===== src/sv/pns_pkg.sv =====
// shared types and constants for the priority scheduler
package pns_pkg;

  localparam int MaxProcs = 16;
  localparam int IdW      = 8;
  localparam int PrioW    = 8;
  localparam int BurstW   = 16;
  localparam int TimeW    = 20;
  localparam int TotalW   = 24;
  localparam int CntW     = $clog2(MaxProcs + 1);
  localparam int AccW     = TimeW + $clog2(MaxProcs);
  localparam int TotAccW  = TotalW + $clog2(MaxProcs);

  localparam logic [TimeW-1:0]  TimeMax  = '1;
  localparam logic [TotalW-1:0] TotalMax = '1;

  typedef struct packed {
    logic [IdW-1:0]    process_id;
    logic [PrioW-1:0]  priority_req;
    logic [BurstW-1:0] burst_time;
    logic              last;
  } pns_in_t;

  typedef struct packed {
    logic [IdW-1:0]    process_id_res;
    logic [PrioW-1:0]  priority_res;
    logic [BurstW-1:0] burst_time_res;
    logic [TimeW-1:0]  wait_time;
    logic [TimeW-1:0]  turnaround_time;
    logic [TotalW-1:0] total_wait;
    logic [TotalW-1:0] total_turnaround;
    logic              overflow;
    logic              last_res;
  } pns_out_t;

  typedef struct packed {
    logic [IdW-1:0]    id;
    logic [PrioW-1:0]  prio;
    logic [BurstW-1:0] burst;
  } entry_t;

  typedef struct packed {
    logic load;
    logic pop;
    logic finish;
  } cmd_t;

  typedef struct packed {
    logic last_entry;
    logic out_free;
  } status_t;

endpackage


===== src/sv/priority_nonpreemptive_scheduler.sv =====
// top level: non-preemptive priority scheduler
// load phase takes one item per cycle, kept sorted by a row of insertion cells
// after the item marked last, the controller enters its emission state and results leave through
// the result register, one per cycle while the output is taken, n results for n stored items
// inputs are held off during emission; the next set loads as the last result waits
// reset clears entry count, overflow flag, accumulators and result valid
module priority_nonpreemptive_scheduler (
  input  logic              clk_i,
  input  logic              rst_ni,
  input  logic              in_valid_i,
  output logic              in_ready_o,
  input  pns_pkg::pns_in_t  in_i,
  output logic              out_valid_o,
  input  logic              out_ready_i,
  output pns_pkg::pns_out_t out_o
);
  import pns_pkg::*;

  cmd_t    cmd;
  status_t status;

  pns_ctrl u_ctrl (
    .clk_i      (clk_i),
    .rst_ni     (rst_ni),
    .in_valid_i (in_valid_i),
    .in_last_i  (in_i.last),
    .in_ready_o (in_ready_o),
    .status_i   (status),
    .cmd_o      (cmd)
  );

  pns_datapath u_dp (
    .clk_i       (clk_i),
    .rst_ni      (rst_ni),
    .in_i        (in_i),
    .cmd_i       (cmd),
    .status_o    (status),
    .out_ready_i (out_ready_i),
    .out_valid_o (out_valid_o),
    .out_o       (out_o)
  );

endmodule


===== src/sv/pns_sort_array.sv =====
// insertion sort array of process entries, head holds lowest priority value
module pns_sort_array (
  input  logic            clk_i,
  input  logic            rst_ni,
  input  logic            load_i,
  input  logic            pop_i,
  input  pns_pkg::entry_t entry_i,
  output pns_pkg::entry_t head_o,
  output logic            full_o,
  output logic            last_entry_o
);
  import pns_pkg::*;

  entry_t            cell_q [MaxProcs];
  entry_t            cell_d [MaxProcs];
  logic [CntW-1:0]   count_q, count_d;
  logic [MaxProcs-1:0] gt;

  assign full_o       = (count_q == CntW'(MaxProcs));
  assign last_entry_o = (count_q == CntW'(1));
  assign head_o       = cell_q[0];

  // empty cells count as greater so the new entry lands behind all equal ones
  always_comb begin
    for (int i = 0; i < MaxProcs; i++) begin
      gt[i] = (CntW'(i) >= count_q) || (cell_q[i].prio > entry_i.prio);
    end
  end

  always_comb begin
    count_d = count_q;
    for (int i = 0; i < MaxProcs; i++) begin
      cell_d[i] = cell_q[i];
    end
    if (load_i && !full_o) begin
      count_d = count_q + CntW'(1);
      for (int i = 0; i < MaxProcs; i++) begin
        if (gt[i]) begin
          if (i == 0) begin
            cell_d[i] = entry_i;
          end else if (gt[i-1]) begin
            cell_d[i] = cell_q[i-1];
          end else begin
            cell_d[i] = entry_i;
          end
        end
      end
    end else if (pop_i) begin
      count_d = count_q - CntW'(1);
      for (int i = 0; i < MaxProcs - 1; i++) begin
        cell_d[i] = cell_q[i+1];
      end
    end
  end

  always_ff @(posedge clk_i or negedge rst_ni) begin
    if (!rst_ni) begin
      count_q <= '0;
    end else begin
      count_q <= count_d;
    end
  end

  always_ff @(posedge clk_i) begin
    for (int i = 0; i < MaxProcs; i++) begin
      cell_q[i] <= cell_d[i];
    end
  end

endmodule


===== src/sv/pns_datapath.sv =====
// datapath: sorted store, wait and turnaround accumulators, result register
module pns_datapath (
  input  logic              clk_i,
  input  logic              rst_ni,
  input  pns_pkg::pns_in_t  in_i,
  input  pns_pkg::cmd_t     cmd_i,
  output pns_pkg::status_t  status_o,
  input  logic              out_ready_i,
  output logic              out_valid_o,
  output pns_pkg::pns_out_t out_o
);
  import pns_pkg::*;

  entry_t              new_entry, head;
  logic                full, last_entry;
  logic                ovf_q, ovf_d;
  logic [AccW-1:0]     wait_q, wait_d;
  logic [TotAccW-1:0]  tot_w_q, tot_w_d, tot_t_q, tot_t_d;
  logic [AccW:0]       turn_sum;
  logic [TimeW-1:0]    w_sat, t_sat;
  logic                out_valid_q, out_valid_d;
  pns_out_t            out_q, out_d;

  assign new_entry = '{id: in_i.process_id, prio: in_i.priority_req,
                       burst: in_i.burst_time};

  pns_sort_array u_sort (
    .clk_i        (clk_i),
    .rst_ni       (rst_ni),
    .load_i       (cmd_i.load),
    .pop_i        (cmd_i.pop),
    .entry_i      (new_entry),
    .head_o       (head),
    .full_o       (full),
    .last_entry_o (last_entry)
  );

  assign status_o.last_entry = last_entry;
  assign status_o.out_free   = !out_valid_q || out_ready_i;

  always_comb begin
    turn_sum = {1'b0, wait_q} + (AccW + 1)'(head.burst);
    w_sat    = (wait_q > AccW'(TimeMax)) ? TimeMax : wait_q[TimeW-1:0];
    t_sat    = (turn_sum > (AccW + 1)'(TimeMax)) ? TimeMax : turn_sum[TimeW-1:0];
    tot_w_d  = tot_w_q + TotAccW'(w_sat);
    tot_t_d  = tot_t_q + TotAccW'(t_sat);
    wait_d   = wait_q + AccW'(head.burst);

    ovf_d = ovf_q;
    if (cmd_i.load && full) begin
      ovf_d = 1'b1;
    end

    out_d = out_q;
    out_valid_d = out_valid_q && !out_ready_i;
    if (cmd_i.pop) begin
      out_valid_d            = 1'b1;
      out_d.process_id_res   = head.id;
      out_d.priority_res     = head.prio;
      out_d.burst_time_res   = head.burst;
      out_d.wait_time        = w_sat;
      out_d.turnaround_time  = t_sat;
      out_d.total_wait       = '0;
      out_d.total_turnaround = '0;
      out_d.overflow         = ovf_q;
      out_d.last_res         = cmd_i.finish;
      if (cmd_i.finish) begin
        out_d.total_wait = (tot_w_d > TotAccW'(TotalMax)) ? TotalMax
                                                          : tot_w_d[TotalW-1:0];
        out_d.total_turnaround = (tot_t_d > TotAccW'(TotalMax)) ? TotalMax
                                                                : tot_t_d[TotalW-1:0];
      end
    end
  end

  always_ff @(posedge clk_i or negedge rst_ni) begin
    if (!rst_ni) begin
      ovf_q       <= 1'b0;
      wait_q      <= '0;
      tot_w_q     <= '0;
      tot_t_q     <= '0;
      out_valid_q <= 1'b0;
    end else begin
      out_valid_q <= out_valid_d;
      if (cmd_i.finish) begin
        ovf_q   <= 1'b0;
        wait_q  <= '0;
        tot_w_q <= '0;
        tot_t_q <= '0;
      end else begin
        ovf_q <= ovf_d;
        if (cmd_i.pop) begin
          wait_q  <= wait_d;
          tot_w_q <= tot_w_d;
          tot_t_q <= tot_t_d;
        end
      end
    end
  end

  always_ff @(posedge clk_i) begin
    out_q <= out_d;
  end

  assign out_valid_o = out_valid_q;
  assign out_o       = out_q;

endmodule


===== src/sv/pns_ctrl.sv =====
// controller: load phase and emission phase sequencing
module pns_ctrl (
  input  logic             clk_i,
  input  logic             rst_ni,
  input  logic             in_valid_i,
  input  logic             in_last_i,
  output logic             in_ready_o,
  input  pns_pkg::status_t status_i,
  output pns_pkg::cmd_t    cmd_o
);
  import pns_pkg::*;

  typedef enum logic {
    StLoad,
    StEmit
  } state_e;

  state_e state_q;

  assign in_ready_o  = (state_q == StLoad);
  assign cmd_o.load  = in_valid_i && in_ready_o;
  assign cmd_o.pop   = (state_q == StEmit) && status_i.out_free;
  assign cmd_o.finish = cmd_o.pop && status_i.last_entry;

  always_ff @(posedge clk_i or negedge rst_ni) begin
    if (!rst_ni) begin
      state_q <= StLoad;
    end else begin
      unique case (state_q)
        StLoad: begin
          if (cmd_o.load && in_last_i) begin
            state_q <= StEmit;
          end
        end
        StEmit: begin
          if (cmd_o.finish) begin
            state_q <= StLoad;
          end
        end
        default: state_q <= StLoad;
      endcase
    end
  end

endmodule


===== config.mk =====
export PLATFORM = sky130hd
export DESIGN_NAME = priority_nonpreemptive_scheduler
export DESIGN_NICKNAME = d
export VERILOG_FILES = /design/src/sv/pns_pkg.sv /design/src/sv/priority_nonpreemptive_scheduler.sv /design/src/sv/pns_sort_array.sv /design/src/sv/pns_datapath.sv /design/src/sv/pns_ctrl.sv
export SDC_FILE = /design/constraint.sdc
export NUM_CORES = 2
export LEC_CHECK = 0
export ABC_AREA = 1
export BUFFER_PORTS_ARGS = -buffer_cell sky130_fd_sc_hd__buf_2
export CAP_MARGIN = 20
export CELL_PAD_IN_SITES_DETAIL_PLACEMENT = 1
export CELL_PAD_IN_SITES_GLOBAL_PLACEMENT = 1
export CORE_UTILIZATION = 41
export CTS_CLUSTER_SIZE = 20
export DETAILED_ROUTE_END_ITERATION = 16
export PLACE_DENSITY = 0.74
export SLEW_MARGIN = 10
export SYNTH_ARGS = -nofsm -noshare
export SYNTH_HDL_FRONTEND = slang
export SYNTH_SLANG_ARGS = --single-unit

===== constraint.sdc =====
create_clock -name clk_i -period 5.1 [get_ports clk_i]
set_input_delay 0 -clock clk_i [delete_from_list [all_inputs] [get_ports clk_i]]
set_output_delay 0 -clock clk_i [all_outputs]
set_load 0.02 [all_outputs]

Yosys cells after proc, flatten, opt, wreduce, memory -nomap -nowiden
Memory sizes are Yosys's and may differ from the RTL's.
Index checks and enable logic that the tools add are counted.
{ "totals": {"reg_bits": 210, "mem_bits_rw": 512, "inputBits": 37, "output_inout_bits": 124, "wordCells": 144, "memories": 1} }
{ "memory_table": {"columns": ["memory", "depth", "width", "rd", "rd_clocked_by_memory_dff", "wr", "line_no", "text"], "rows": [
  ["u_dp.u_sort.cell_q", 16, 32, 16, 0, 16, "pns_sort_array.sv:14", "entry_t cell_q [MaxProcs];"]
]} }
{ "op_classes": {"addsub": 6, "magnitude_cmp": 36, "n_eq_ne": 2, "muxes": 52, "bitwise": 1, "n_reduce_logical": 30} }
{ "ops": {"columns": ["op", "count"], "rows": [
  ["$mux W32", 32],
  ["$mux W480", 2],
  ["$gt A8 B8 Y1", 16],
  ["$mux W28", 4],
  ["$mux W24", 4],
  ["$add A28 B20 Y28", 2],
  ["$gt A28 B24 Y1 const B", 2],
  ["$ge A4 B5 Y1 const A", 8],
  ["$mux W20", 2],
  ["$add A24 B16 Y25", 1],
  ["$gt A25 B20 Y1 const B", 1],
  ["$add A24 B16 Y24", 1],
  ["$gt A24 B20 Y1 const B", 1],
  ["$ge A3 B5 Y1 const A", 4],
  ["$logic_or A1 B1 Y1", 17],
  ["$ge A1 B5 Y1 const A", 2],
  ["$ge A2 B5 Y1 const A", 2],
  ["$mux W5", 2],
  ["$logic_and A1 B1 Y1", 7],
  ["$reduce_bool A2 Y1", 3],
  ["$add A5 B1 Y5 const B", 1],
  ["$eq A5 B1 Y1 const B", 1],
  ["$eq A5 B5 Y1 const B", 1],
  ["$mux W1", 5],
  ["other kinds (4)", 6]
]} }

Longest topological paths before layout
{ "logic_depth": {"word_depth": 6, "ltp_mapped": 30} }

Hierarchy
From an unflattened synthesis, not the netlist that was laid out.
{ "unflattened": {"cells_unflattened": 5635, "hier_area_um2": 43332.8} }
{ "by_module_without_submodules": {"columns": ["mod", "instances", "cells_each", "area_each_um2", "seq_area_each_um2"], "rows": [
  ["pns_sort_array", 1, 4150, 31246.2, 15499.9],
  ["pns_datapath", 1, 1474, 12021.5, 5715.5],
  ["pns_ctrl", 1, 11, 65.1, 25.0]
]} }

Least setup slack after synthesis
OpenSTA, ideal clock, no wires.
{ "synth_timing": {"path_kind": "register -> register", "startpoint": "register u_dp.out_valid_q, in the netlist u_dp.out_valid_o", "endpoint": "register u_dp.out_q (netlist bit u_dp.out_o[0]), enable pin", "setup_ps": 534, "arrival_time_ps": 4294, "required_time_ps": 4566, "setup_slack_ps": 271, "path_stages_with_launch": 5, "period_less_slack_ps": 4829, "cell_sequence": "dfrtp_1 -> inv_1 -> o21ai_1 -> inv_2 -> clkbuf_1"} }
{ "synth_lines": {"columns": ["item", "line_no", "text"], "rows": [
  ["start, declared", "pns_datapath.sv:21", "logic out_valid_q, out_valid_d;"],
  ["start signal, assigned", "pns_datapath.sv:84", "out_valid_q <= out_valid_d;"],
  ["end signal, assigned", "pns_datapath.sv:102", "out_q <= out_d;"],
  ["end, declared", "pns_datapath.sv:22", "pns_out_t out_q, out_d;"]
]} }

==> flow_metrics.tcl <==
set metrics [dict create \
    outcome "complete, no violations" \
    dp_hpwl_mm 92.8 \
    tns_ns 0 \
    seq_area_sq_mm 0.0212 \
    drt-pass1-iter-count 5 \
    path_clk_slew_ns 0.06 \
    vias 34100 \
    cp_slowest_stage_delay_ns 0.48 \
    worst_slew_pin_slew_ns 1.12 \
    maxCapViolations 0 \
    synthXorXnorAreaFrac_pct 1.15 \
    slew_headroom_pct 25.3 \
    vias_per_cell 5.23 \
    drive_gt1_share_pct 9.69 \
    rsz0062_at_grt "no" \
    track_usage_pct 24.3 \
    clock_skew_ns 0.0225 \
    grt_overflow_total 0 \
    cp.arrival_ns 5.15 \
    clock_path_buffers 3 \
    syn_nets 5202 \
    crit_type "reg2reg" \
    first_global_vias 35200 \
    nFillCells 12100 \
    syn-cell-area_sq_mm 0.0420 \
    htreeDepth 3 \
    avgSynthCellArea_sq_um 8.44 \
    cts_sinks 722 \
    synth-simple-area-share_pct 20.5 \
    hp-start "in_i[17]" \
    cts-buffers-inserted 86 \
    nets 5320 \
    hold_viol 0 \
    drtAntennaViolNets 0 \
    cp_max_fo 20 \
    required_ns 5.52 \
    yosysWarningCount 0 \
    holdWs_ns 0.0847 \
    core_area_sq_mm 0.101 \
    cp-startpoint "u_dp.u_sort.cell_q[0][2]$_DFFE_PP_" \
    synth_top_family_by_area "simple AND/OR/NAND/NOR gates" \
    dieArea_sq_mm 0.104 \
    hold_path_class "in2reg" \
    finalCritPeriodShare_pct 92.8 \
    wirelength_mm 127 \
    die_h_um 322 \
    clock-root-buffer "clkbuf_16" \
    grt_max_degree 195 \
    max_freq_mhz 211 \
    drc_errors 0 \
    cp_common_cell "nand2_1" \
    clock_latency_ns 0.66 \
    multi_input_area_sq_mm 0.0173 \
    ys_seq_area_share_pct 50.6 \
    setup_viol_count_final 0 \
    synth_cell_types 50 \
    grt_pass1_wl_mm 200 \
    postPlaceCellArea_sq_mm 0.0441 \
    wl_per_cell_um 19.4 \
    cts_tree "done" \
    syn_inst 4969 \
    cp-end-kind "register" \
    crit_slowest_cell "fa_1" \
    rr_startpoint "u_dp.u_sort.cell_q[0][2]$_DFFE_PP_" \
    synthMuxAreaShare_pct 0 \
    place.gp.congestion 0.887 \
    synth_edf_count 634 \
    antenna_found_initial 0 \
    fin_crit_ns 4.73 \
    synthFlopType "edfxtp_1" \
    die_x_um 322 \
    async_flop_share_pct 12.2 \
    synth-seq-cells 722 \
    synth_fa_ha_area_share_pct 5.90 \
    start_util_pct 41.7 \
    port_buffers 160 \
    critPathLaunchType "register" \
    top_level_ports 161 \
    holdPathStages 3 \
    num_rows 116 \
    drtIter0Drc 2532 \
    fin_area_sq_mm 0.0472 \
    slew_violations 0 \
    synth_compound_area_share_pct 13.3 \
    syn2layout_area_growth_pct 12.6 \
    reg2regPathDepth 26 \
]
## sequential cells by signal, summed over array words and instances (netlist names)
name	count
u_dp.u_sort.cell_q	512
u_dp.ovf_q	1
u_dp.out_valid_o	1
u_dp.wait_q	24
u_ctrl.state_q	1
u_dp.out_o	122
u_dp.tot_w_q	28
u_dp.u_sort.count_q	5
u_dp.tot_t_q	28
## critical path: cells and delay by family, from the launching register on
family                   cells  cell delay [ns]
AO/OA/AOI/OAI                2             0.44
AND/OR/NAND/NOR             18             2.16
flip-flops                   1             0.41
adder cells (fa/ha/maj)      3             1.11
buffers and inverters        3             0.36
## placed cells by master (no fill, tap or decap), drive strengths merged, types with 27 or more instances in the layout
cell type / synthesis / final
a21oi: 339 / 339
buf: 111 / 238
clkbuf: 136 / 111
clkinv: 0 / 39
dfrtp: 88 / 88
dlygate4sd3: 0 / 37
edfxtp: 634 / 634
ha: 193 / 193
inv: 649 / 653
nand2: 1694 / 1694
nand3: 158 / 158
nand4: 50 / 50
nor2: 132 / 134
o21ai: 572 / 572
o22ai: 57 / 57
o2bb2ai: 48 / 48
xnor2: 28 / 28
xor2: 27 / 27
## layer usage
layer,part of all wire (%),GRT usage (%)
met1,47,33.5
met4,2.3,6.83
met2,46,40.2
met3,4.4,2.75
met5,0,0
## final timing paths
path,to,slack [ns]
max,u_dp.out_o[3]$_SDFFCE_PN0P_,0.37
min,u_dp.u_sort.cell_q[1][240]$_DFFE_PP_,0.08
max reg2reg,u_dp.out_o[3]$_SDFFCE_PN0P_,0.37
min reg2reg,u_dp.out_o[106]$_DFFE_PP_,0.46
max in group asynchronous,u_dp.tot_t_q[20]$_DFFE_PN0P_,3.81
min in group asynchronous,u_dp.tot_w_q[15]$_DFFE_PN0P_,0.43
## kinds of logic after synthesis
group,Yosys count
compound gates,1037
xor+xnor,55
fa+ha+maj,196
buf+inv,896
flops,722
simple gates,2063
## cells in the mapped netlist (all sizes together), types with 2 or more instances
cell type / number / area share [%]
nor2: 132 / 1.5
nand3: 158 / 2.5
o2bb2ai: 48 / 1.0
nand3b: 3 / 0.054
buf: 111 / 1.5
ha: 193 / 5.8
clkbuf: 136 / 1.2
nor4: 2 / 0.030
fa: 3 / 0.14
xor2: 27 / 0.56
nand2: 1694 / 15
a221oi: 2 / 0.042
nor3: 19 / 0.27
o21a: 2 / 0.036
o211ai: 5 / 0.089
o21ai: 572 / 6.9
o22ai: 57 / 0.85
inv: 649 / 5.8
nand4: 50 / 0.76
and2: 4 / 0.060
xnor2: 28 / 0.58
dfrtp: 88 / 5.2
a21oi: 339 / 4.1
o21bai: 5 / 0.089
edfxtp: 634 / 45
## final cells by class
type / count / share of cell area (%)
diodes: 1 / 0.00530
clock buffers: 111 / 4.89
clock inverters: 48 / 0.792
inverters: 649 / 5.18
multi-input cells: 3353 / 36.6
flip-flops and latches: 722 / 45.0
well taps: 1357 / 3.59
repair buffers: 275 / 3.99
## through the flow
step | worst slack, ns | std cells | utilization [%]
6_report | 0.369 | 6516 | 46.9
3_5_place_dp | 0.146 | 6313 | 43.8
3_3_place_gp | 0.312 | 6313 | 43.8
5_1_grt | 0.0151 | 6515 | 46.9
4_1_cts | 0.118 | 6510 | 46.8
2_1_floorplan | 0.271 | 4969 | -
## timing repair
| item | 4_1_cts | 5_1_grt |
|---|---|---|
| buffers inserted | 0 | 2 |
| hold buffers | 38 | 0 |
| endpoints found under the hold margin | 262 | 0 |
| endpoints found under the setup margin | 0 | 24 |
| resized for setup | 0 | 2 |
Power is left out: the tool's default activity adds up to more than one toggle a clock period on the data nets, which glitch-free logic cannot reach.
